**src/rtl/prp_pkg.sv**
```systemverilog
package prp_pkg;

	// configuration register indexes
	localparam logic [2:0] REG_ROT_X   = 3'd0;
	localparam logic [2:0] REG_ROT_Y   = 3'd1;
	localparam logic [2:0] REG_ROT_Z   = 3'd2;
	localparam logic [2:0] REG_OFF_X   = 3'd3;
	localparam logic [2:0] REG_OFF_D   = 3'd4;
	localparam logic [2:0] REG_OFF_Z   = 3'd5;
	localparam logic [2:0] REG_ZOOM    = 3'd6;
	localparam logic [2:0] REG_CENTER  = 3'd7;

	localparam int CFG_W = 32;
	localparam int IDX_W = 3;
	localparam int PT_W  = 16;
	localparam int OFF_W = 24;

	// rotated coordinate widths
	localparam int R1_W  = 19;
	localparam int R2_W  = 22;
	localparam int R3_W  = 25;
	localparam int POS_W = 26;

	// projection numerator and divider widths
	localparam int PRD_W = 43;
	localparam int NUM_W = PRD_W - 4;
	localparam int DEN_W = POS_W;
	localparam int QB    = 18;
	localparam int CMP_W = DEN_W + QB + 1;

	typedef struct packed {
		logic neg_x;
		logic neg_z;
		logic dz;
	} div_tag_t;

endpackage

```
**src/rtl/prp_div.sv**
```systemverilog
module prp_div (
	input  logic                              clk,
	input  logic                              arst_n,
	input  logic                              en,
	input  logic                              in_vld,
	input  logic [prp_pkg::NUM_W-1:0]         num_x,
	input  logic [prp_pkg::NUM_W-1:0]         num_z,
	input  logic [prp_pkg::DEN_W-1:0]         den,
	input  prp_pkg::div_tag_t                 tag,
	output logic                              out_vld,
	output logic [prp_pkg::QB:0]              quo_x,
	output logic [prp_pkg::QB:0]              quo_z,
	output prp_pkg::div_tag_t                 tag_out
);
	import prp_pkg::*;

	logic [QB:0]        vld_s;
	logic [NUM_W-1:0]   rx_s  [QB+1];
	logic [NUM_W-1:0]   rz_s  [QB+1];
	logic [DEN_W-1:0]   den_s [QB+1];
	logic [QB-1:0]      qx_s  [QB+1];
	logic [QB-1:0]      qz_s  [QB+1];
	logic               ovx_s [QB+1];
	logic               ovz_s [QB+1];
	div_tag_t           tag_s [QB+1];
	logic [CMP_W-1:0]   den_top;

	assign den_top = CMP_W'(den) << QB;

	always_ff @(posedge clk or negedge arst_n) begin
		if (!arst_n) begin
			vld_s <= '0;
		end else if (en) begin
			vld_s <= {vld_s[QB-1:0], in_vld};
		end
	end

	// quotients of 2^QB or more saturate the coordinate anyway: flag and clamp
	always_ff @(posedge clk) begin
		if (en) begin
			rx_s[0]  <= num_x;
			rz_s[0]  <= num_z;
			den_s[0] <= den;
			qx_s[0]  <= '0;
			qz_s[0]  <= '0;
			ovx_s[0] <= CMP_W'(num_x) >= den_top;
			ovz_s[0] <= CMP_W'(num_z) >= den_top;
			tag_s[0] <= tag;
		end
	end

	for (genvar k = 1; k <= QB; k++) begin : g_bit
		localparam int B = QB - k;
		logic [CMP_W-1:0] dsh;
		logic             ge_x, ge_z;

		assign dsh  = CMP_W'(den_s[k-1]) << B;
		assign ge_x = CMP_W'(rx_s[k-1]) >= dsh;
		assign ge_z = CMP_W'(rz_s[k-1]) >= dsh;

		always_ff @(posedge clk) begin
			if (en) begin
				rx_s[k]    <= ge_x ? rx_s[k-1] - dsh[NUM_W-1:0] : rx_s[k-1];
				rz_s[k]    <= ge_z ? rz_s[k-1] - dsh[NUM_W-1:0] : rz_s[k-1];
				qx_s[k]    <= qx_s[k-1] | (QB'(ge_x) << B);
				qz_s[k]    <= qz_s[k-1] | (QB'(ge_z) << B);
				den_s[k]   <= den_s[k-1];
				ovx_s[k]   <= ovx_s[k-1];
				ovz_s[k]   <= ovz_s[k-1];
				tag_s[k]   <= tag_s[k-1];
			end
		end
	end

	assign out_vld = vld_s[QB];
	assign quo_x   = ovx_s[QB] ? {1'b1, QB'(0)} : {1'b0, qx_s[QB]};
	assign quo_z   = ovz_s[QB] ? {1'b1, QB'(0)} : {1'b0, qz_s[QB]};
	assign tag_out = tag_s[QB];

endmodule

```
**config.mk**
```make
export PLATFORM = sky130hd
export DESIGN_NAME = prp_div
export DESIGN_NICKNAME = d
export VERILOG_FILES = /design/src/rtl/prp_pkg.sv /design/src/rtl/prp_div.sv
export SDC_FILE = /design/constraint.sdc
export NUM_CORES = 2
export LEC_CHECK = 0
export BUFFER_PORTS_ARGS = -buffer_cell sky130_fd_sc_hd__buf_4
export CORE_MARGIN = 3
export CORE_UTILIZATION = 58
export CTS_CLUSTER_SIZE = 16
export DETAILED_ROUTE_END_ITERATION = 10
export PLACE_DENSITY_LB_ADDON = 0.25
export SLEW_MARGIN = 25
export SYNTH_ARGS = -nofsm -noshare
export SYNTH_HDL_FRONTEND = slang
export SYNTH_SLANG_ARGS = --single-unit
export TNS_END_PERCENT = 10
```
**constraint.sdc**
```tcl
create_clock -name clk -period 3.6 [get_ports clk]
set_input_delay 0.36 -clock clk [delete_from_list [all_inputs] [get_ports clk]]
set_output_delay 0.36 -clock clk [all_outputs]
set_load 0.02 [all_outputs]
```
**Yosys cells after proc, flatten, opt, wreduce, memory -nomap -nowiden**

Memory sizes are Yosys's and may differ from the RTL's.
Cells that the tools add are included.

- Add/subtract/negate cells: 36
- $lt $le $gt $ge: 38
- Multiplexer cells: 40
- Bitwise operators: 36

Operators by type and width:

| operator | count |
|---|---|
| 39-bit 2-to-1 mux | 36 |
| 39-bit subtractor | 10 |
| 39-bit by 44-bit greater-or-equal comparator with 1-bit output | 2 |
| 39-bit by 43-bit greater-or-equal comparator with 1-bit output | 2 |
| 39-bit by 42-bit greater-or-equal comparator with 1-bit output | 2 |
| 39-bit by 41-bit greater-or-equal comparator with 1-bit output | 2 |
| 39-bit by 40-bit greater-or-equal comparator with 1-bit output | 2 |
| 39-bit by 26-bit greater-or-equal comparator with 1-bit output | 2 |
| 39-bit by 27-bit greater-or-equal comparator with 1-bit output | 2 |
| 39-bit by 28-bit greater-or-equal comparator with 1-bit output | 2 |
| 39-bit by 29-bit greater-or-equal comparator with 1-bit output | 2 |
| 39-bit by 30-bit greater-or-equal comparator with 1-bit output | 2 |
| 39-bit by 31-bit greater-or-equal comparator with 1-bit output | 2 |
| 39-bit by 32-bit greater-or-equal comparator with 1-bit output | 2 |
| 39-bit by 33-bit greater-or-equal comparator with 1-bit output | 2 |
| 39-bit by 34-bit greater-or-equal comparator with 1-bit output | 2 |
| 39-bit by 35-bit greater-or-equal comparator with 1-bit output | 2 |
| 39-bit by 36-bit greater-or-equal comparator with 1-bit output | 2 |
| 39-bit by 37-bit greater-or-equal comparator with 1-bit output | 2 |
| 39-bit by 38-bit greater-or-equal comparator with 1-bit output | 2 |
| 39-bit greater-or-equal comparator | 2 |
| 39-bit by 26-bit subtractor with 39-bit output | 2 |
| 39-bit by 27-bit subtractor with 39-bit output | 2 |
| 39-bit by 28-bit subtractor with 39-bit output | 2 |
| other kinds (30) | 60 |

- Memories: 8
- Input bits: 111
- Logic and storage cells: 159
- Register bits after elaboration: 19
- Output and inout port bits: 42
- RAM bits: 2755

Memory list:

| memory | depth | width | rd ports | clocked after Yosys merged registers in | wr ports | RTL line | source |
|---|---|---|---|---|---|---|---|
| rx_s | 19 | 39 | 18 | 0 | 19 | prp_div.sv:18 | `logic [NUM_W-1:0] rx_s [QB+1];` |
| rz_s | 19 | 39 | 18 | 0 | 19 | prp_div.sv:19 | `logic [NUM_W-1:0] rz_s [QB+1];` |
| den_s | 19 | 26 | 18 | 0 | 19 | prp_div.sv:20 | `logic [DEN_W-1:0] den_s [QB+1];` |
| qx_s | 19 | 18 | 19 | 0 | 19 | prp_div.sv:21 | `logic [QB-1:0] qx_s [QB+1];` |
| qz_s | 19 | 18 | 19 | 0 | 19 | prp_div.sv:22 | `logic [QB-1:0] qz_s [QB+1];` |
| tag_s | 19 | 3 | 19 | 0 | 19 | prp_div.sv:25 | `div_tag_t tag_s [QB+1];` |
| 2 more memories | - | - | - | - | - | - |  |

**Depth between registers and ports, before layout**

An unclocked memory read counts as a cell.

- Depth in word-level cells: 3
- Gate-level depth with buffers: 16
- Depth with buffers taken out: 14

**Worst setup path after synthesis**

No wires, ideal clock.

- Path kind: register to register
- Start: mem rz_s[10][7] (netlist bit)
- End: mem rz_s[11][26] (netlist bit), data pin
- Path buffers: 1
- Data required time: 3.340 ns
- Cell stages (with the launch flop): 14
- Library setup time: 0.260 ns
- Period minus slack after synthesis: 3.548 ns
- Path slack: 0.052 ns
- Arrival time: 3.288 ns
- Cell sequence: edfxtp_1 inv_1 ha_1 inv_1 fa_1 a21oi_1 o21ai_1 a31o_2 a211o_1 a211oi_1 o21ai_1 a31oi_1 buf_2 mux2_2

RTL lines:

| what | RTL line |
|---|---|
| start, declared | prp_div.sv:19 |

==> summary.md <==
| Metric | Value |
|---|---|
| Outcome | `finished, violations left` |
| Failing checks | `negative setup slack` |
| Number of synthesized flops with an enable pin | `2309` |
| Die extent in y | `478.5 µm` |
| Met2 Usage GRT | `0.5404` |
| Post-synthesis xor/xnor area fraction | `0.05627` |
| Routed WL | `394900 µm` |
| Worst-path clk slew | `0.07 ns` |
| Syn Inst Count | `11310` |
| Post-synth top area share | `0.5354` |
| Initial Utilization | `0.5865` |
| Multiplexer share of the synthesized area | `0.02385` |
| Gp weighted congestion | `0.9964` |
| Vias | `97630` |
| Cell variety after synth | `104` |
| Power Density | `763.4 nW/µm²` |
| Fin. max-slew vios | `0` |
| Syn Std Cell Area | `129500 µm²` |
| Slowest cell on crit path | `edfxtp_1` |
| Share of layout cells above drive strength 1 | `0.1798` |
| Worst-skew pair later-pin latency | `0.91 ns` |
| Adder-Cell Fraction of Synth Area | `0.09782` |
| Global-route wire length before repair | `579100 µm` |
| Synth Register Bits | `2328` |
| Clock sink count | `2328` |
| Number of setup violations in the final report | `22` |
| P&R area growth vs syn | `19.12%` |
| Slew @ Worst Pin | `0.8918 ns` |
| Placed cell count | `15180` |
| Dpl ws | `-0.3219 ns` |
| Die width | `478.5 µm` |
| Worst Path Arrival | `4.35 ns` |
| Relative slew slack | `0.4035` |
| WP buf/inv | `2` |
| Hpwl dp | `300800 µm` |
| Fillers | `15660` |
| Period utilization | `1.030` |
| Cell breakdown of the critical path | `ha_2 > fa_2 > nor2b_1 > o21a_1 > o21ai_2 > a2111oi_4 > buf_4 > o31ai_2 > a21o_1 > a221o_1 > o22ai_4 > bufbuf_16 > mux2_2` |
| WL per Instance | `24.95 µm` |
| DRT Pass-1 Iters | `6` |
| Most frequent cell after synthesis | `edfxtp_1` |
| CTS root buf | `clkbuf_16` |
| Crit Path Max Fanout | `10` |
| Max cap viols | `0` |
| Total GRT Usage | `0.3332` |
| Slowest stage delay, CP | `0.44 ns` |
| Maximum vdd drop | `571.6 µV` |
| 1st-iter DRT viols | `10950` |
| Worst Hold Class | `primary input to flip-flop` |
| Met1 Use GR | `0.4661` |
| Final core occ | `0.6986` |
| RSZ-0062 raised after global routing | `yes` |
| CTS tree | `yes` |
| # nets final | `13760` |
| Hold Fails Final Rpt | `0` |
| Io pins | `153` |
| GRT Max-Usage Layer | `met2` |
| CTS Buf Count | `240` |
| Via-to-Cell Ratio | `6.169` |
| Total global routing overflow | `0` |
| Core Area | `220800 µm²` |
| Met3 usage | `0.04652` |
| CP delay by family, top | `compound AO/OA/AOI/OAI gates` |
| Largest net degree at the start of global routing | `122` |
| H-tree depth | `4` |
| Fmax | `269.8 MHz` |
| Top cell type by total area after synthesis | `edfxtp_1` |
| Final Skew | `0.06305 ns` |
| Setup crit end kind | `flip-flop` |
| Fraction of the mapped netlist area in simple logic gates | `0.1114` |
| Synth warnings | `0` |
| Clk buf depth | `3` |
| Largest family of logic cells by synthesized area | `compound AO/OA/AOI/OAI gates` |
| Pleak | `0.06211 µW` |
| Row cnt | `172` |
| PnR worst setup slack | `-0.1064 ns` |
| Final min period | `3.706 ns` |
| Async set-reset flop share out of synthesis | `0.008162` |
| Startpoint type of the worst setup path | `flip-flop` |
| Vias in the first global route | `93880` |
| # port buffers | `152` |
| Die footprint | `229000 µm²` |
| Syn Area/Cell | `11.45 µm²` |
| Antenna violations before repair | `14` |
| Syn_nets | `12420` |
| # DRC | `0` |
| Number of routed nets with antenna violations | `0` |
| CP Class | `flip-flop to flip-flop` |
| Synth Flop Type | `edfxtp_1` |
| Compound-Gate Fraction of Synth Area | `0.1418` |
| Fin cells | `15830` |
| Synth top area cells | `edfxtp_1 54%, ha_1 9.3%, a21oi_1 3.4%` |
| CP Data Required Time | `4.25 ns` |
| Synth cell count leaders | `2309 x edfxtp_1, 958 x ha_1, 884 x a21oi_1, 832 x nand2_1, 760 x inv_1` |
| Sequential share of the synthesized area | `0.5391` |
## layer usage
layer,routed length [µm],vias up
li1,-,45070
met1,165300,47620
met2,183800,4163
met3,30910,777
met4,14900,2
met5,13,-
## kinds of logic (layout without fill, tap and decap cells)
kind of cell | count (synthesis) | after routing
and+or+nand+nor | 2957 | 2957
AOI/OAI and AO/OA | 2924 | 2924
DFF | 2328 | 2328
buffers and inverters | 1003 | 2555
adders and majority gates | 992 | 992
xor gates and xnor gates | 832 | 832
muxes | 276 | 276
other | 0 | 5
## stage by stage
stage / hold slack, ns / area [µm²] / TNS (ns) / power [µW]
after floorplan: 0.06441 / 129500 / 0 / 70280
after global placement: 0.2331 / 141800 / -16.26 / 87290
after detailed placement: 0.2422 / 141800 / -36.47 / 88120
after CTS: 0.1152 / 152300 / -3.111 / 115900
after global routing: 0.1527 / 154200 / -7.052 / 123600
final: 0.1762 / 154300 / -1.029 / 117800
## layout by cell type (no fill, tap or decap), types with 41 or more instances in the layout
| cell type | instances |
|---|---|
| inv_1 | 740 |
| buf_12 | 67 |
| mux2_2 | 243 |
| nand3_1 | 169 |
| a31oi_1 | 72 |
| nor2_1 | 741 |
| edfxtp_1 | 2309 |
| a211oi_1 | 79 |
| nor2b_1 | 165 |
| o21a_1 | 113 |
| or2_2 | 41 |
| o21bai_1 | 88 |
| bufinv_16 | 41 |
| a21oi_2 | 56 |
| xor2_1 | 353 |
| nor4_1 | 114 |
| a21oi_1 | 824 |
| a21o_1 | 440 |
| o21ai_0 | 658 |
| buf_4 | 1128 |
| and3_1 | 71 |
| dlygate4sd3_1 | 111 |
| xnor2_1 | 476 |
| clkbuf_16 | 246 |
| nand4_1 | 159 |
| nand2_1 | 831 |
| o31ai_1 | 68 |
| nand2b_1 | 139 |
| or3_1 | 63 |
| nor3_1 | 199 |
| ha_1 | 936 |
| o211ai_1 | 50 |
| o21ai_1 | 61 |
## area by class of cell
type	count	area (µm²)	share of cell area
sequential	2328	69810	0.4526
timing repair buffer	1339	11500	0.07454
clock inverter	183	2371	0.01537
multi-input combinational	7981	57850	0.3750
inverter	763	2868	0.01859
antenna	5	12.51	0.00008112
tap	2958	3701	0.02399
clock buffer	270	6140	0.03980
## sequential cells by signal, indices dropped and copies added (netlist names)
register	cells
den_s	468
ovx_s	19
ovz_s	19
qx_s	171
qz_s	171
rx_s	702
rz_s	702
tag_s	57
vld_s	19
## what timing repair did
| item | in CTS | in global routing |
|---|---|---|
| endpoints found under the hold margin | 138 | 0 |
| gates cloned | 5 | 5 |
| pin swaps | 31 | 95 |
| setup endpoints to repair | 439 | 820 |
| gates resized for setup | 160 | 348 |
| setup buffers | 27 | 42 |
| hold buffers | 111 | 0 |
## power by group
part | total, µW | internal [µW] | switching [µW]
Clock | 26700 | 15400 | 11300
Sequential | 43200 | 37900 | 5310
Combinational | 47800 | 21600 | 26300
## path summary, 6_finish.rpt
kind                                       startpoint               endpoint  slack [ns]  depth (start not counted)
max in group asynchronous                      arst_n   vld_s[9]$_DFFE_PN0P_        2.37                          3
worst max-delay path            den_s[3][0]$_DFFE_PP_  rx_s[4][20]$_DFFE_PP_       -0.11                         13
worst min-delay path                           den[1]  den_s[0][1]$_DFFE_PP_        0.18                          2
worst max register to register  den_s[3][0]$_DFFE_PP_  rx_s[4][20]$_DFFE_PP_       -0.11                         13
worst min register to register  qx_s[10][8]$_DFFE_PP_  qx_s[11][8]$_DFFE_PP_        0.37                          0
min in group asynchronous                      arst_n   vld_s[5]$_DFFE_PN0P_        0.65                          3
Note: power is estimated with default switching activity, not from simulation.
